## src/design/wsd_pkg.sv

```systemverilog
// shared types and constants for the websocket frame deframer
// no dependencies; compile first
package wsd_pkg;

	typedef enum logic [2:0] {
		PH_HDR = 3'd0,
		PH_LEN = 3'd1,
		PH_EXT = 3'd2,
		PH_KEY = 3'd3,
		PH_PAY = 3'd4
	} wsd_phase_t;

	localparam logic [6:0] LEN16_CODE  = 7'd126;
	localparam logic [6:0] LEN64_CODE  = 7'd127;
	localparam logic [3:0] EXT16_BYTES = 4'd2;
	localparam logic [3:0] EXT64_BYTES = 4'd8;
	localparam logic [3:0] OP_CONT     = 4'd0;
	localparam logic [1:0] KEY_LAST    = 2'd3;

	typedef struct packed {
		logic [7:0] payload_byte;
		logic       has_data;
		logic [3:0] msg_opcode;
		logic       frame_end;
		logic       message_end;
		logic       discard_partial;
	} wsd_result_t;

endpackage

```

## src/design/wsd_ifs.sv

```systemverilog
// valid/ready channel interfaces for received bytes and deframed results
// no dependencies
interface wsd_byte_if;
	logic       valid;
	logic       ready;
	logic [7:0] rx_byte;

	modport source (output valid, output rx_byte, input ready);
	modport sink (input valid, input rx_byte, output ready);
endinterface

interface wsd_result_if;
	logic       valid;
	logic       ready;
	logic [7:0] payload_byte;
	logic       has_data;
	logic [3:0] msg_opcode;
	logic       frame_end;
	logic       message_end;
	logic       discard_partial;

	modport source (output valid, output payload_byte, output has_data, output msg_opcode,
		output frame_end, output message_end, output discard_partial, input ready);
	modport sink (input valid, input payload_byte, input has_data, input msg_opcode,
		input frame_end, input message_end, input discard_partial, output ready);
endinterface

```

## src/design/websocket_frame_deframer.sv

```systemverilog
// websocket frame deframer: one received byte per cycle in, results out
// a result is registered in the result buffer when its byte is taken
// throughput: one byte per cycle; a two-entry result buffer keeps input ready while
// one result waits, input stalls only when both entries are held
// reset: arst_n asynchronous, parser returns to the header phase, buffer empties
module websocket_frame_deframer (
	input  logic         clk,
	input  logic         arst_n,
	wsd_byte_if.sink     stream,
	wsd_result_if.source frames
);
	import wsd_pkg::*;

	logic        in_fire;
	logic        buf_full;
	logic        res_valid;
	wsd_result_t res;

	assign stream.ready = !buf_full;
	assign in_fire      = stream.valid && !buf_full;

	wsd_parser u_parser (
		.clk       (clk),
		.arst_n    (arst_n),
		.in_fire   (in_fire),
		.rx_byte   (stream.rx_byte),
		.res_valid (res_valid),
		.res       (res)
	);

	wsd_out_buf u_out_buf (
		.clk       (clk),
		.arst_n    (arst_n),
		.push      (res_valid),
		.push_data (res),
		.full      (buf_full),
		.frames    (frames)
	);

endmodule

```

## src/design/wsd_parser.sv

```systemverilog
// frame header parser and payload unmasking, one byte per accepted item
// depends on wsd_pkg
module wsd_parser (
	input  logic                clk,
	input  logic                arst_n,
	input  logic                in_fire,
	input  logic [7:0]          rx_byte,
	output logic                res_valid,
	output wsd_pkg::wsd_result_t res
);
	import wsd_pkg::*;

	wsd_phase_t  phase_q, phase_d;
	logic [3:0]  ext_q, ext_d;
	logic [63:0] rem_q, rem_d;
	logic [31:0] key_q, key_d;
	logic [1:0]  mpos_q, mpos_d;
	logic        fin_q, fin_d;
	logic        masked_q, masked_d;
	logic [3:0]  op_q, op_d;
	logic [3:0]  frag_op_q, frag_op_d;
	logic        frag_open_q, frag_open_d;

	logic [6:0]  len7;
	logic [63:0] rem_shift;
	logic [3:0]  ext_dec;
	logic        emit_v, emit_last;
	logic [7:0]  emit_byte;
	logic        start_frag;

	assign len7       = rx_byte[6:0];
	assign rem_shift  = {rem_q[55:0], rx_byte};
	assign ext_dec    = 4'(ext_q - 4'd1);
	assign start_frag = !fin_q && (op_q != OP_CONT);

	// which bytes produce a result
	always_comb begin
		emit_v    = 1'b0;
		emit_last = 1'b1;
		emit_byte = 8'd0;
		case (phase_q)
			PH_LEN: begin
				emit_v = (len7 == 7'd0) && !rx_byte[7];
			end
			PH_EXT: begin
				emit_v = (ext_dec == 4'd0) && !masked_q && (rem_shift == 64'd0);
			end
			PH_KEY: begin
				emit_v = (mpos_q == KEY_LAST) && (rem_q == 64'd0);
			end
			PH_PAY: begin
				emit_v    = 1'b1;
				emit_last = (rem_q == 64'd1);
				emit_byte = rx_byte ^ (masked_q ? key_q[{~mpos_q, 3'b000} +: 8] : 8'd0);
			end
			default: begin
				emit_v = 1'b0;
			end
		endcase
	end

	// next state
	always_comb begin
		phase_d     = phase_q;
		ext_d       = ext_q;
		rem_d       = rem_q;
		key_d       = key_q;
		mpos_d      = mpos_q;
		fin_d       = fin_q;
		masked_d    = masked_q;
		op_d        = op_q;
		frag_op_d   = frag_op_q;
		frag_open_d = frag_open_q;
		case (phase_q)
			PH_LEN: begin
				masked_d = rx_byte[7];
				rem_d    = 64'd0;
				if (len7 == LEN16_CODE) begin
					ext_d   = EXT16_BYTES;
					phase_d = PH_EXT;
				end else if (len7 == LEN64_CODE) begin
					ext_d   = EXT64_BYTES;
					phase_d = PH_EXT;
				end else begin
					rem_d  = {57'd0, len7};
					mpos_d = 2'd0;
					if (rx_byte[7]) begin
						key_d   = 32'd0;
						phase_d = PH_KEY;
					end else begin
						phase_d = PH_PAY;
					end
				end
			end
			PH_EXT: begin
				rem_d = rem_shift;
				ext_d = ext_dec;
				if (ext_dec == 4'd0) begin
					mpos_d = 2'd0;
					if (masked_q) begin
						key_d   = 32'd0;
						phase_d = PH_KEY;
					end else begin
						phase_d = PH_PAY;
					end
				end
			end
			PH_KEY: begin
				key_d = {key_q[23:0], rx_byte};
				if (mpos_q != KEY_LAST) begin
					mpos_d = 2'(mpos_q + 2'd1);
				end else begin
					mpos_d  = 2'd0;
					phase_d = PH_PAY;
				end
			end
			PH_PAY: begin
				mpos_d = 2'(mpos_q + 2'd1);
				rem_d  = 64'(rem_q - 64'd1);
			end
			default: begin
				fin_d   = rx_byte[7];
				op_d    = rx_byte[3:0];
				ext_d   = 4'd0;
				mpos_d  = 2'd0;
				phase_d = PH_LEN;
			end
		endcase
		// end of frame closes the frame and updates fragment bookkeeping
		if (emit_v && emit_last) begin
			phase_d = PH_HDR;
			mpos_d  = 2'd0;
			if (start_frag) begin
				frag_open_d = 1'b1;
				frag_op_d   = op_q;
			end else if (fin_q && (op_q == OP_CONT)) begin
				frag_open_d = 1'b0;
			end
		end
	end

	// result fields
	always_comb begin
		res_valid           = in_fire && emit_v;
		res.payload_byte    = emit_byte;
		res.has_data        = (phase_q == PH_PAY);
		res.msg_opcode      = (op_q != OP_CONT) ? op_q : frag_op_q;
		res.frame_end       = emit_last;
		res.message_end     = emit_last && fin_q;
		res.discard_partial = start_frag && frag_open_q;
	end

	always_ff @(posedge clk or negedge arst_n) begin
		if (!arst_n) begin
			phase_q     <= PH_HDR;
			ext_q       <= 4'd0;
			rem_q       <= 64'd0;
			key_q       <= 32'd0;
			mpos_q      <= 2'd0;
			fin_q       <= 1'b0;
			masked_q    <= 1'b0;
			op_q        <= 4'd0;
			frag_op_q   <= 4'd0;
			frag_open_q <= 1'b0;
		end else if (in_fire) begin
			phase_q     <= phase_d;
			ext_q       <= ext_d;
			rem_q       <= rem_d;
			key_q       <= key_d;
			mpos_q      <= mpos_d;
			fin_q       <= fin_d;
			masked_q    <= masked_d;
			op_q        <= op_d;
			frag_op_q   <= frag_op_d;
			frag_open_q <= frag_open_d;
		end
	end

`ifndef ASSERT_OFF
	a_len_no_result: assert property (@(posedge clk) disable iff (!arst_n)
		(in_fire && (phase_q == PH_EXT) && (ext_dec != 4'd0)) |-> !res_valid)
		else $error("result during extended length bytes");
	a_empty_marker: assert property (@(posedge clk) disable iff (!arst_n)
		(res_valid && !res.has_data) |-> (res.payload_byte == 8'd0) && res.frame_end)
		else $error("empty marker carries data or does not end the frame");
	a_frame_end_hdr: assert property (@(posedge clk) disable iff (!arst_n)
		(res_valid && res.frame_end) |=> (phase_q == PH_HDR))
		else $error("frame end did not return to header phase");
	a_open_after_start: assert property (@(posedge clk) disable iff (!arst_n)
		(res_valid && res.frame_end && start_frag) |=> frag_open_q)
		else $error("start fragment did not open a message");
`endif

endmodule

```

## src/design/wsd_out_buf.sv

```systemverilog
// two-entry result buffer between the parser and the result channel
// depends on wsd_pkg and wsd_result_if
module wsd_out_buf (
	input  logic                clk,
	input  logic                arst_n,
	input  logic                push,
	input  wsd_pkg::wsd_result_t push_data,
	output logic                full,
	wsd_result_if.source        frames
);
	import wsd_pkg::*;

	wsd_result_t mem_q [2];
	logic        wr_ptr_q;
	logic        rd_ptr_q;
	logic [1:0]  cnt_q;
	logic        pop;
	wsd_result_t head;

	assign full  = (cnt_q == 2'd2);
	assign pop   = frames.valid && frames.ready;
	assign head  = mem_q[rd_ptr_q];

	assign frames.valid           = (cnt_q != 2'd0);
	assign frames.payload_byte    = head.payload_byte;
	assign frames.has_data        = head.has_data;
	assign frames.msg_opcode      = head.msg_opcode;
	assign frames.frame_end       = head.frame_end;
	assign frames.message_end     = head.message_end;
	assign frames.discard_partial = head.discard_partial;

	always_ff @(posedge clk) begin
		if (push) begin
			mem_q[wr_ptr_q] <= push_data;
		end
	end

	always_ff @(posedge clk or negedge arst_n) begin
		if (!arst_n) begin
			wr_ptr_q <= 1'b0;
			rd_ptr_q <= 1'b0;
			cnt_q    <= 2'd0;
		end else begin
			if (push) begin
				wr_ptr_q <= !wr_ptr_q;
			end
			if (pop) begin
				rd_ptr_q <= !rd_ptr_q;
			end
			cnt_q <= 2'(cnt_q + {1'b0, push} - {1'b0, pop});
		end
	end

`ifndef ASSERT_OFF
	a_cnt_range: assert property (@(posedge clk) disable iff (!arst_n)
		cnt_q != 2'd3)
		else $error("buffer count out of range");
	a_no_overflow: assert property (@(posedge clk) disable iff (!arst_n)
		full |-> !push)
		else $error("push into full buffer");
	a_ptr_track: assert property (@(posedge clk) disable iff (!arst_n)
		(cnt_q == 2'd0) |-> (wr_ptr_q == rd_ptr_q))
		else $error("pointers differ while buffer empty");
`endif

endmodule
```

## src/flat_wrapper.sv

```systemverilog
// flat-port wrapper written by rule: the top's interface ports become plain ports
module websocket_frame_deframer_flat import wsd_pkg::*;
  (clk, arst_n, stream_valid, stream_rx_byte, stream_ready, frames_valid, frames_payload_byte, frames_has_data, frames_msg_opcode, frames_frame_end, frames_message_end, frames_discard_partial, frames_ready);
  wsd_byte_if stream_i ();
  wsd_result_if frames_i ();
  input  logic clk;
  input  logic arst_n;
  input wire logic [$bits(stream_i.valid)-1:0] stream_valid;
  input wire logic [$bits(stream_i.rx_byte)-1:0] stream_rx_byte;
  output wire logic [$bits(stream_i.ready)-1:0] stream_ready;
  output wire logic [$bits(frames_i.valid)-1:0] frames_valid;
  output wire logic [$bits(frames_i.payload_byte)-1:0] frames_payload_byte;
  output wire logic [$bits(frames_i.has_data)-1:0] frames_has_data;
  output wire logic [$bits(frames_i.msg_opcode)-1:0] frames_msg_opcode;
  output wire logic [$bits(frames_i.frame_end)-1:0] frames_frame_end;
  output wire logic [$bits(frames_i.message_end)-1:0] frames_message_end;
  output wire logic [$bits(frames_i.discard_partial)-1:0] frames_discard_partial;
  input wire logic [$bits(frames_i.ready)-1:0] frames_ready;
  assign stream_i.valid = stream_valid;
  assign stream_i.rx_byte = stream_rx_byte;
  assign stream_ready = stream_i.ready;
  assign frames_valid = frames_i.valid;
  assign frames_payload_byte = frames_i.payload_byte;
  assign frames_has_data = frames_i.has_data;
  assign frames_msg_opcode = frames_i.msg_opcode;
  assign frames_frame_end = frames_i.frame_end;
  assign frames_message_end = frames_i.message_end;
  assign frames_discard_partial = frames_i.discard_partial;
  assign frames_i.ready = frames_ready;
  websocket_frame_deframer u_core (.clk(clk), .arst_n(arst_n), .stream(stream_i), .frames(frames_i));
endmodule
```

## config.mk

```make
export PLATFORM = sky130hd
export DESIGN_NAME = websocket_frame_deframer_flat
export DESIGN_NICKNAME = d
export VERILOG_FILES = /design/src/design/wsd_pkg.sv /design/src/design/wsd_ifs.sv /design/src/design/websocket_frame_deframer.sv /design/src/design/wsd_parser.sv /design/src/design/wsd_out_buf.sv /design/src/flat_wrapper.sv
export SDC_FILE = /design/constraint.sdc
export NUM_CORES = 1
export LEC_CHECK = 0
export BUFFER_PORTS_ARGS = -buffer_cell sky130_fd_sc_hd__clkbuf_2
export CAP_MARGIN = 20
export CORE_AREA = 2 2 124 157
export CTS_CLUSTER_DIAMETER = 100
export DETAILED_ROUTE_END_ITERATION = 8
export DIE_AREA = 0 0 126 159
export PLACE_DENSITY = 0.58
export SYNTH_ARGS = -nofsm -noshare
export SYNTH_HDL_FRONTEND = slang
export SYNTH_SLANG_ARGS = --single-unit
export TNS_END_PERCENT = 10
```

## constraint.sdc

```tcl
create_clock -name clk -period 5.5 [get_ports clk]
set_input_delay 1.1 -clock clk [delete_from_list [all_inputs] [get_ports clk]]
set_output_delay 1.1 -clock clk [all_outputs]
set_load 0.05 [all_outputs]
```

==> parameters.txt, run 1 <==
Parameter                              Value

Run status
  Run status    complete, no violations

Logic synthesis
  Number of synthesized register bits    approximately 150
  Synthesized instance count    813
  Sequential area share after synthesis    0.4818
  Yosys top cell area share    0.3650
  Count of cell types in the netlist    between 70 and 80
  Leading post-synthesis cells by cell area    sky130_fd_sc_hd__dfrtp_1, sky130_fd_sc_hd__edfxtp_1, sky130_fd_sc_hd__o21ai_0
  Net count after synthesis    about 830
  Warnings, synthesis    0
  Share of synthesized registers carrying an async set or reset    0.7895
  Average footprint of a synthesized cell    a little over 10 sq um
  Most frequent cell after synthesis    sky130_fd_sc_hd__dfrtp_1
  Synthesized cell area    approximately 8200 sq um
  Cell type with the highest aggregate area in the netlist    sky130_fd_sc_hd__dfrtp_1
  Dominant register cell in the synthesized netlist    sky130_fd_sc_hd__dfrtp_1
  List of most frequent post-synthesis cells    sky130_fd_sc_hd__dfrtp_1, sky130_fd_sc_hd__nand2_1, sky130_fd_sc_hd__o21ai_0
  Post-synth EDFFs    32

Worst hold path
  Hold path endpoint    u_core.u_out_buf.wr_ptr_q$_DFFE_PN0P_
  Path type of the worst min-delay path    register to register
  Startpoint of the most critical hold path    u_core.u_out_buf.wr_ptr_q$_DFFE_PN0P_
  Count of cells along the worst hold path    1

Setup path
  Cells on worst reg2reg path    6
  Critical path launch point type    input port
  Required time of the critical path    approximately 5.6 ns
  Startpoint of the most critical register-to-register path    u_core.u_parser.rem_q[27]$_DFFE_PN0P_
  Worst Path Max Fanout    16
  Kind of end point of the critical path    register
  Crit path arrival time    approximately 3.5 ns
  Critical path class    input port to register
  Register-to-register path setup slack    2.24 ns
  Worst reg2reg endpoint    u_core.u_out_buf.mem_q[1][3]$_DFFE_PP_

Detailed routing
  Met1 Routed Length    9.270 mm
  Wire per inst    20.51 um
  Vias per cell    ~6.4
  Detailed-route via count    approximately 6,900
  Remaining design rule violation count    0
  Amount of wire on met3 after detailed routing    approximately 1.2 mm
  Total wirelength of the detailed-routed design    roughly 22 mm
  Top layer in use    met4
  Iteration-0 DRC count of the detailed router    626
  ANT nets after route    0
  Met2 wire length    between 10 and 15 mm
  Number of optimization iterations in the first detailed-route pass    5

Floorplanning
  Cell row count    between 50 and 60
  Placeable core region    18,500 sq um
  I/O pins    30
  Starting Density    0.4447
  DIE HEIGHT    between 150 and 200 um
  Die Width    126 um
  Die area    20,030 sq um

Power and ir drop
  Relative contribution of sequential cells to total power    0.383
  Standby leakage power    3.759 nW
  Switching power of the nets    0.001822 W
  Maximum ir drop on the vdd rail    ~0.20 mV
  Power Dens Cells    470.0 nW/um^2
  Cell internal pwr    between 0.002 and 0.0025 W
  Overall power of the completed layout    0.004313 W
  Clock share of power    0.272
  Combinational share of power    0.345
  Switching part of the total    0.4224

GRT
  Wire length of the first global-routing pass    36.11 mm
  Antenna violations before repair    0
  Overflow after GRT    0
  Vias in the first global route    approximately 6,800
  Largest net degree at the start of global routing    68
  Combined global-route utilization of all metal layers    0.2225

Timing
  Unrepaired setup endpoints after global routing    no
  Hold Fails Final Rpt    0
  Clock skew    approximately 0.010 ns
  Final count of pins violating max slew    0
  Slew HR    0.2545
  Minimum clock period    3.423 ns
  Pin slew with the least headroom to its limit    roughly 1.1 ns
  Setup Viol. Count Final    0
  Tcrit/Tclk final    0.6223
  Final TNS setup    0 ns
  Maximum operating frequency    0.2922 GHz

CTS
  Cts bufs inserted    17
  Number of sinks handled by clock tree synthesis    about 150
  Worst-Skew Late Latency    0.43 ns
  Clk buf depth    2
  Post CTS Setup Buffer Count    0
  Number of H-tree levels    4
  Reg clk slew, reported paths    0.07 ns
  Cts-stage hold buffer count    0
  Clock tree from TritonCTS    yes
  Master cell of the clock root buffer    sky130_fd_sc_hd__clkbuf_16
  Quantity of gates resized following cts    0

Cells and area
  Layout fillers    approximately 1,700
  Net count, final    840
  Number of antenna repair diodes    0
  Fraction of layout cells with a size suffix above 1    0.1599
  Area Overhead vs Synth    11.54%

Place
  Half-perimeter wire length after placement    14.60 mm
  Number of buffer cells added on primary ports    29
  RD Place Congestion    a little under 0.9

Flow run
  Max-capacitance violation count    0
## cell usage in the layout (no fill, tap or decap), types with 13 or more instances in the layout
cell type                   instances
sky130_fd_sc_hd__a21oi_1           37
sky130_fd_sc_hd__a22o_1            32
sky130_fd_sc_hd__a22oi_1           16
sky130_fd_sc_hd__a32oi_1           13
sky130_fd_sc_hd__clkbuf_16         17
sky130_fd_sc_hd__clkbuf_2          28
sky130_fd_sc_hd__dfrtp_1          120
sky130_fd_sc_hd__edfxtp_1          32
sky130_fd_sc_hd__inv_1             21
sky130_fd_sc_hd__mux2_2            27
sky130_fd_sc_hd__nand2_1           84
sky130_fd_sc_hd__nand3_1           14
sky130_fd_sc_hd__nor2_1            58
sky130_fd_sc_hd__nor3_1            24
sky130_fd_sc_hd__nor4_1            17
sky130_fd_sc_hd__o21ai_0           81
## how the worst max path moves through the flow
stage | from | to | slack, ns | cells past startpoint
global route | stream_rx_byte[4] | u_core.u_out_buf.mem_q[1][3]$_DFFE_PP_ | 1.95 | 7
detailed placement | stream_rx_byte[4] | u_core.u_out_buf.mem_q[1][14]$_DFFE_PP_ | 1.63 | 7
global placement | stream_rx_byte[4] | u_core.u_out_buf.mem_q[1][14]$_DFFE_PP_ | 1.68 | 7
finish | stream_rx_byte[4] | u_core.u_out_buf.mem_q[1][3]$_DFFE_PP_ | 2.08 | 7
floorplan | stream_rx_byte[0] | u_core.u_out_buf.mem_q[0][0]$_DFFE_PP_ | 1.88 | 7
CTS | stream_rx_byte[4] | u_core.u_out_buf.mem_q[1][15]$_DFFE_PP_ | 2.08 | 7
## cells by family (layout without fill, tap and decap cells)
| kind of cell | count (synthesis) | count (layout) | share of synthesized area |
|---|---|---|---|
| AOI/OAI and AO/OA | 254 | 254 | 0.2111 |
| xor gates and xnor gates | 14 | 14 | 0.01491 |
| adders and majority gates | 9 | 9 | 0.01369 |
| buffers and inverters | 75 | 94 | 0.03437 |
| DFF | 152 | 152 | 0.4818 |
| muxes | 39 | 39 | 0.06373 |
| and+or+nand+nor | 270 | 270 | 0.1804 |
## critical path, cell delays in order
cell and delay (ns):
sky130_fd_sc_hd__clkbuf_2 0.13, sky130_fd_sc_hd__nor4_1 0.43, sky130_fd_sc_hd__nand2_1 0.20, sky130_fd_sc_hd__nor4_2 0.36
sky130_fd_sc_hd__o2111ai_2 0.25, sky130_fd_sc_hd__a21oi_1 0.37, sky130_fd_sc_hd__and2_1 0.64
## flip-flops by register name (all words and copies together) (netlist names), 2 cells and up
signal / count
u_core.u_parser.rem_q: 64
u_core.u_out_buf.mem_q: 32
u_core.u_parser.key_q: 32
u_core.u_parser.ext_q: 4
u_core.u_parser.frag_op_q: 4
u_core.u_parser.op_q: 4
u_core.u_parser.phase_q: 3
u_core.u_out_buf.cnt_q: 2
u_core.u_parser.mpos_q: 2
## power by group through the flow
| stage | Combinational, W | Sequential (W) | Clock, W |
|---|---|---|---|
| finish | 0.00149 | 0.00165 | 0.00117 |
| global route | 0.00164 | 0.00169 | 0.00124 |
| CTS | 0.00149 | 0.00165 | 0.00120 |
| detailed placement | 0.00148 | 0.00167 | 0 |
| global placement | 0.00145 | 0.00165 | 0 |
| floorplan | 0.00119 | 0.00152 | 0 |
## routing by layer
layer  GRT usage  vias up
met5           0        -
met4     0.07892        0
met3     0.02890       36
met2      0.3724      265
met1      0.2976     3439
li1            -     3114
## through the flow
stage          setup WS, ns  hold slack (ns)  utilization  area [sq um]  std cells
3_3_place_gp          1.683           0.4755       0.4635          8574       1032
6_report              2.077           0.4897       0.4961          9176       1064
5_1_grt               1.950           0.5036       0.4961          9176       1064
3_5_place_dp          1.631           0.4754       0.4635          8574       1032
2_1_floorplan         1.875           0.4555            -          8227        813
4_1_cts               2.082           0.4891       0.4961          9176       1064
## final cells by class
cell class	count	area, sq um	share of cell area
well taps	232	290.3	0.03163
clock inverters	15	176.4	0.01923
inverters	22	82.58	0.008999
flip-flops and latches	152	3964	0.4320
clock buffers	17	425.4	0.04636
repair buffers	40	230.2	0.02509
multi-input cells	586	4008	0.4367
No activity file was read; power rests on OpenSTA's default activity.
==> run 2, diff against run 1 <==
--- a/config.mk
+++ b/config.mk
@@ -11,7 +11,7 @@
 export CTS_CLUSTER_DIAMETER = 100
 export DETAILED_ROUTE_END_ITERATION = 8
 export DIE_AREA = 0 0 126 159
-export PLACE_DENSITY = 0.58
+export PLACE_DENSITY = 0.61
 export SYNTH_ARGS = -nofsm -noshare
 export SYNTH_HDL_FRONTEND = slang
 export SYNTH_SLANG_ARGS = --single-unit
==> constraint.sdc (replaced) <==
create_clock -name clk -period 3.05 [get_ports clk]
set_input_delay 0.61 -clock clk [delete_from_list [all_inputs] [get_ports clk]]
set_output_delay 0.61 -clock clk [all_outputs]
set_load 0.05 [all_outputs]
==> parameters.txt, run 2 (same netlist as run 1, synthesis figures left out) <==
Parameter                              Value

Cells and area
  Number of antenna repair diodes    0 (unchanged)
  Number of flip-flops under the largest register name    64 (unchanged)
  Post-layout instance area    9438 sq um (was 9176 sq um)
  Area Overhead vs Synth    14.72% (was 11.54%)
  Net count, final    874 (was 840)
  Biggest regs    u_core.u_parser.rem_q (64), u_core.u_out_buf.mem_q (32), u_core.u_parser.key_q (32) (unchanged)
  Layout fillers    1,718 (was 1,735)
  Post-route core utilization    0.5102 (was 0.4961)
  Fraction of layout cells with a size suffix above 1    0.1928 (was 0.1599)
  Highest-count cells in the layout ignoring fill and taps    sky130_fd_sc_hd__dfrtp_1, sky130_fd_sc_hd__nand2_1, sky130_fd_sc_hd__o21ai_0 (unchanged)
  Register bank with the most flops    u_core.u_parser.rem_q (unchanged)
  Most common library cell in the layout ignoring fill and taps    sky130_fd_sc_hd__dfrtp_1 (unchanged)

Detailed routing
  Total wirelength of the detailed-routed design    22.08 mm (was 21.82 mm)
  Wire per inst    20.10 um (was 20.51 um)
  Iteration-0 DRC count of the detailed router    593 (was 626)
  ANT nets after route    0 (unchanged)
  Number of optimization iterations in the first detailed-route pass    5 (unchanged)
  Detailed-route via count    6,952 (was 6,854)
  Vias per cell    6.332 (was 6.442)
  Remaining design rule violation count    0 (unchanged)

Timing
  Pin slew with the least headroom to its limit    0.7140 ns (was 1.118 ns)
  Maximum operating frequency    around 0.35 GHz
  Hold Fails Final Rpt    0 (unchanged)
  Unrepaired setup endpoints after global routing    no (unchanged)
  Final count of pins violating max slew    0 (unchanged)
  Minimum clock period    about 2.9 ns
  Tcrit/Tclk final    0.9361
  Clock skew    0.01151 ns (was 0.01039 ns)
  Setup Viol. Count Final    0 (unchanged)
  Setup WS post-layout    0.1949 ns (was 2.077 ns)
  Slew HR    0.5228 (was 0.2545)

Power and ir drop
  Maximum ir drop on the vdd rail    0.4065 mV (was 0.2022 mV)
  Standby leakage power    3.899 nW (was 3.759 nW)
  Power Dens Cells    826.1 nW/um^2 (was 470.0 nW/um^2)

Place
  Half-perimeter wire length after placement    15.31 mm (was 14.60 mm)
  RD Place Congestion    0.8768 (was 0.8655)
  Worst slack at placement    -0.005335 ns (was 1.631 ns)
  Instance area after placement    8870 sq um (was 8574 sq um)
  Number of buffer cells added on primary ports    29 (unchanged)

CTS
  Cts bufs inserted    17 (unchanged)
  Clk buf depth    2 (unchanged)
  Worst-Skew Late Latency    0.43 ns (about the same)
  Number of H-tree levels    4 (unchanged)
  Clock tree from TritonCTS    yes (unchanged)
  Number of sinks handled by clock tree synthesis    152 (unchanged)
  Post CTS Setup Buffer Count    0 (unchanged)
  Cts-stage hold buffer count    0 (unchanged)
  Master cell of the clock root buffer    sky130_fd_sc_hd__clkbuf_16 (unchanged)
  Reg clk slew, reported paths    0.07 ns (about the same)
  Quantity of gates resized following cts    0 (unchanged)

GRT
  Wire length of the first global-routing pass    36.95 mm (was 36.11 mm)
  Vias in the first global route    7,011 (was 6,750)
  Met3 Use GR    0.04335 (was 0.02890)
  Most crowded layer after global routing    met2 (unchanged)
  Antenna violations before repair    0 (unchanged)
  Met1 capacity usage during global routing    0.2915 (was 0.2976)
  Combined global-route utilization of all metal layers    0.2261 (was 0.2225)
  Global routing usage on met2    0.3800 (was 0.3724)
  Largest net degree at the start of global routing    56 (was 68)
  Overflow after GRT    0 (unchanged)

Floorplanning
  Die area    20,030 sq um (unchanged)
  Placeable core region    18,500 sq um (unchanged)
  I/O pins    30 (unchanged)
  Starting Density    0.4447 (unchanged)
  Die Width    126 um (unchanged)
  Cell row count    56 (unchanged)
  DIE HEIGHT    159 um (unchanged)

Setup path
  Required time of the critical path    3.36 ns (was 5.56 ns)
  Worst reg2reg endpoint    u_core.u_parser.frag_op_q[3]$_DFFE_PN0P_ (was u_core.u_out_buf.mem_q[1][3]$_DFFE_PP_)
  Worst Path Max Fanout    7 (was 16)
  Startpoint of the most critical register-to-register path    u_core.u_parser.rem_q[42]$_DFFE_PN0P_ (was u_core.u_parser.rem_q[27]$_DFFE_PN0P_)
  Crit path arrival time    3.16 ns (was 3.49 ns)
  Kind of end point of the critical path    register (unchanged)
  Cells on worst reg2reg path    6 (unchanged)
  Critical path class    register to register (was input port to register)
  Register-to-register path setup slack    0.19 ns (was 2.24 ns)
  Critical path launch point type    register (was input port)

Flow run
  Max-capacitance violation count    0 (unchanged)

Run status
  Run status    complete, no violations (unchanged)

Worst hold path
  Path type of the worst min-delay path    input port to async pin (was register to register)
-- run 2: stage by stage --
step / hold slack [ns] / TNS (ns) / instances / total power (W)
finish: 0.2187 / 0 / 1098 / 0.007796
global route: 0.2669 / 0 / 1098 / 0.008246
CTS: 0.2422 / 0 / 1098 / 0.007819
detailed placement: 0.4907 / -0.007399 / 1066 / 0.005749
global placement: 0.4827 / 0 / 1066 / 0.005649
floorplan: 0.3144 / 0 / 813 / 0.004886
-- run 2: how the worst max path moves through the flow --
| stage | start | end | slack, ns |
|---|---|---|---|
| after floorplan | u_core.u_parser.rem_q[51]$_DFFE_PN0P_ | u_core.u_out_buf.mem_q[0][0]$_DFFE_PP_ | 0.18 |
| after global placement | stream_rx_byte[4] | u_core.u_parser.frag_op_q[1]$_DFFE_PN0P_ | 0.04 |
| after detailed placement | stream_rx_byte[4] | u_core.u_parser.frag_op_q[3]$_DFFE_PN0P_ | -0.005 |
| after CTS | u_core.u_parser.rem_q[42]$_DFFE_PN0P_ | u_core.u_parser.frag_op_q[3]$_DFFE_PN0P_ | 0.21 |
| after global routing | u_core.u_parser.rem_q[51]$_DFFE_PN0P_ | u_core.u_parser.frag_open_q$_DFFE_PN0P_ | 0.04 |
| final | u_core.u_parser.rem_q[42]$_DFFE_PN0P_ | u_core.u_parser.frag_op_q[3]$_DFFE_PN0P_ | 0.19 |
-- run 2: worst max-delay path, cell delays in order, from the launching register on --
cell	delay (ns)
sky130_fd_sc_hd__dfrtp_1	0.44
sky130_fd_sc_hd__nor4_1	0.46
sky130_fd_sc_hd__nand4_1	0.36
sky130_fd_sc_hd__nor3_1	0.29
sky130_fd_sc_hd__a31oi_1	0.28
sky130_fd_sc_hd__a2111oi_4	0.51
sky130_fd_sc_hd__mux2_2	0.38
-- run 2: power breakdown --
part / internal, W / switching [W] / leakage, nW
logic: 0.000993 / 0.00179 / 1.73
registers: 0.00247 / 0.000477 / 1.91
clock network: 0.00114 / 0.000927 / 0.259
total: 0.00460 / 0.00319 / 3.90
-- run 2: final cells by class --
type	instances	area, sq um	area share
clock buffers	18	429.2	0.04547
clock inverters	14	138.9	0.01472
inverters	22	82.58	0.008750
multi-input cells	586	4010	0.4249
flip-flops and latches	152	3964	0.4200
well taps	232	290.3	0.03076
repair buffers	74	523.0	0.05542
-- run 2: routing by layer --
metal | routed length (um) | share of wire
met1 | 9129 | 0.41
met2 | 11310 | 0.51
met3 | 1105 | 0.050
met4 | 525 | 0.024
met5 | 0 | 0
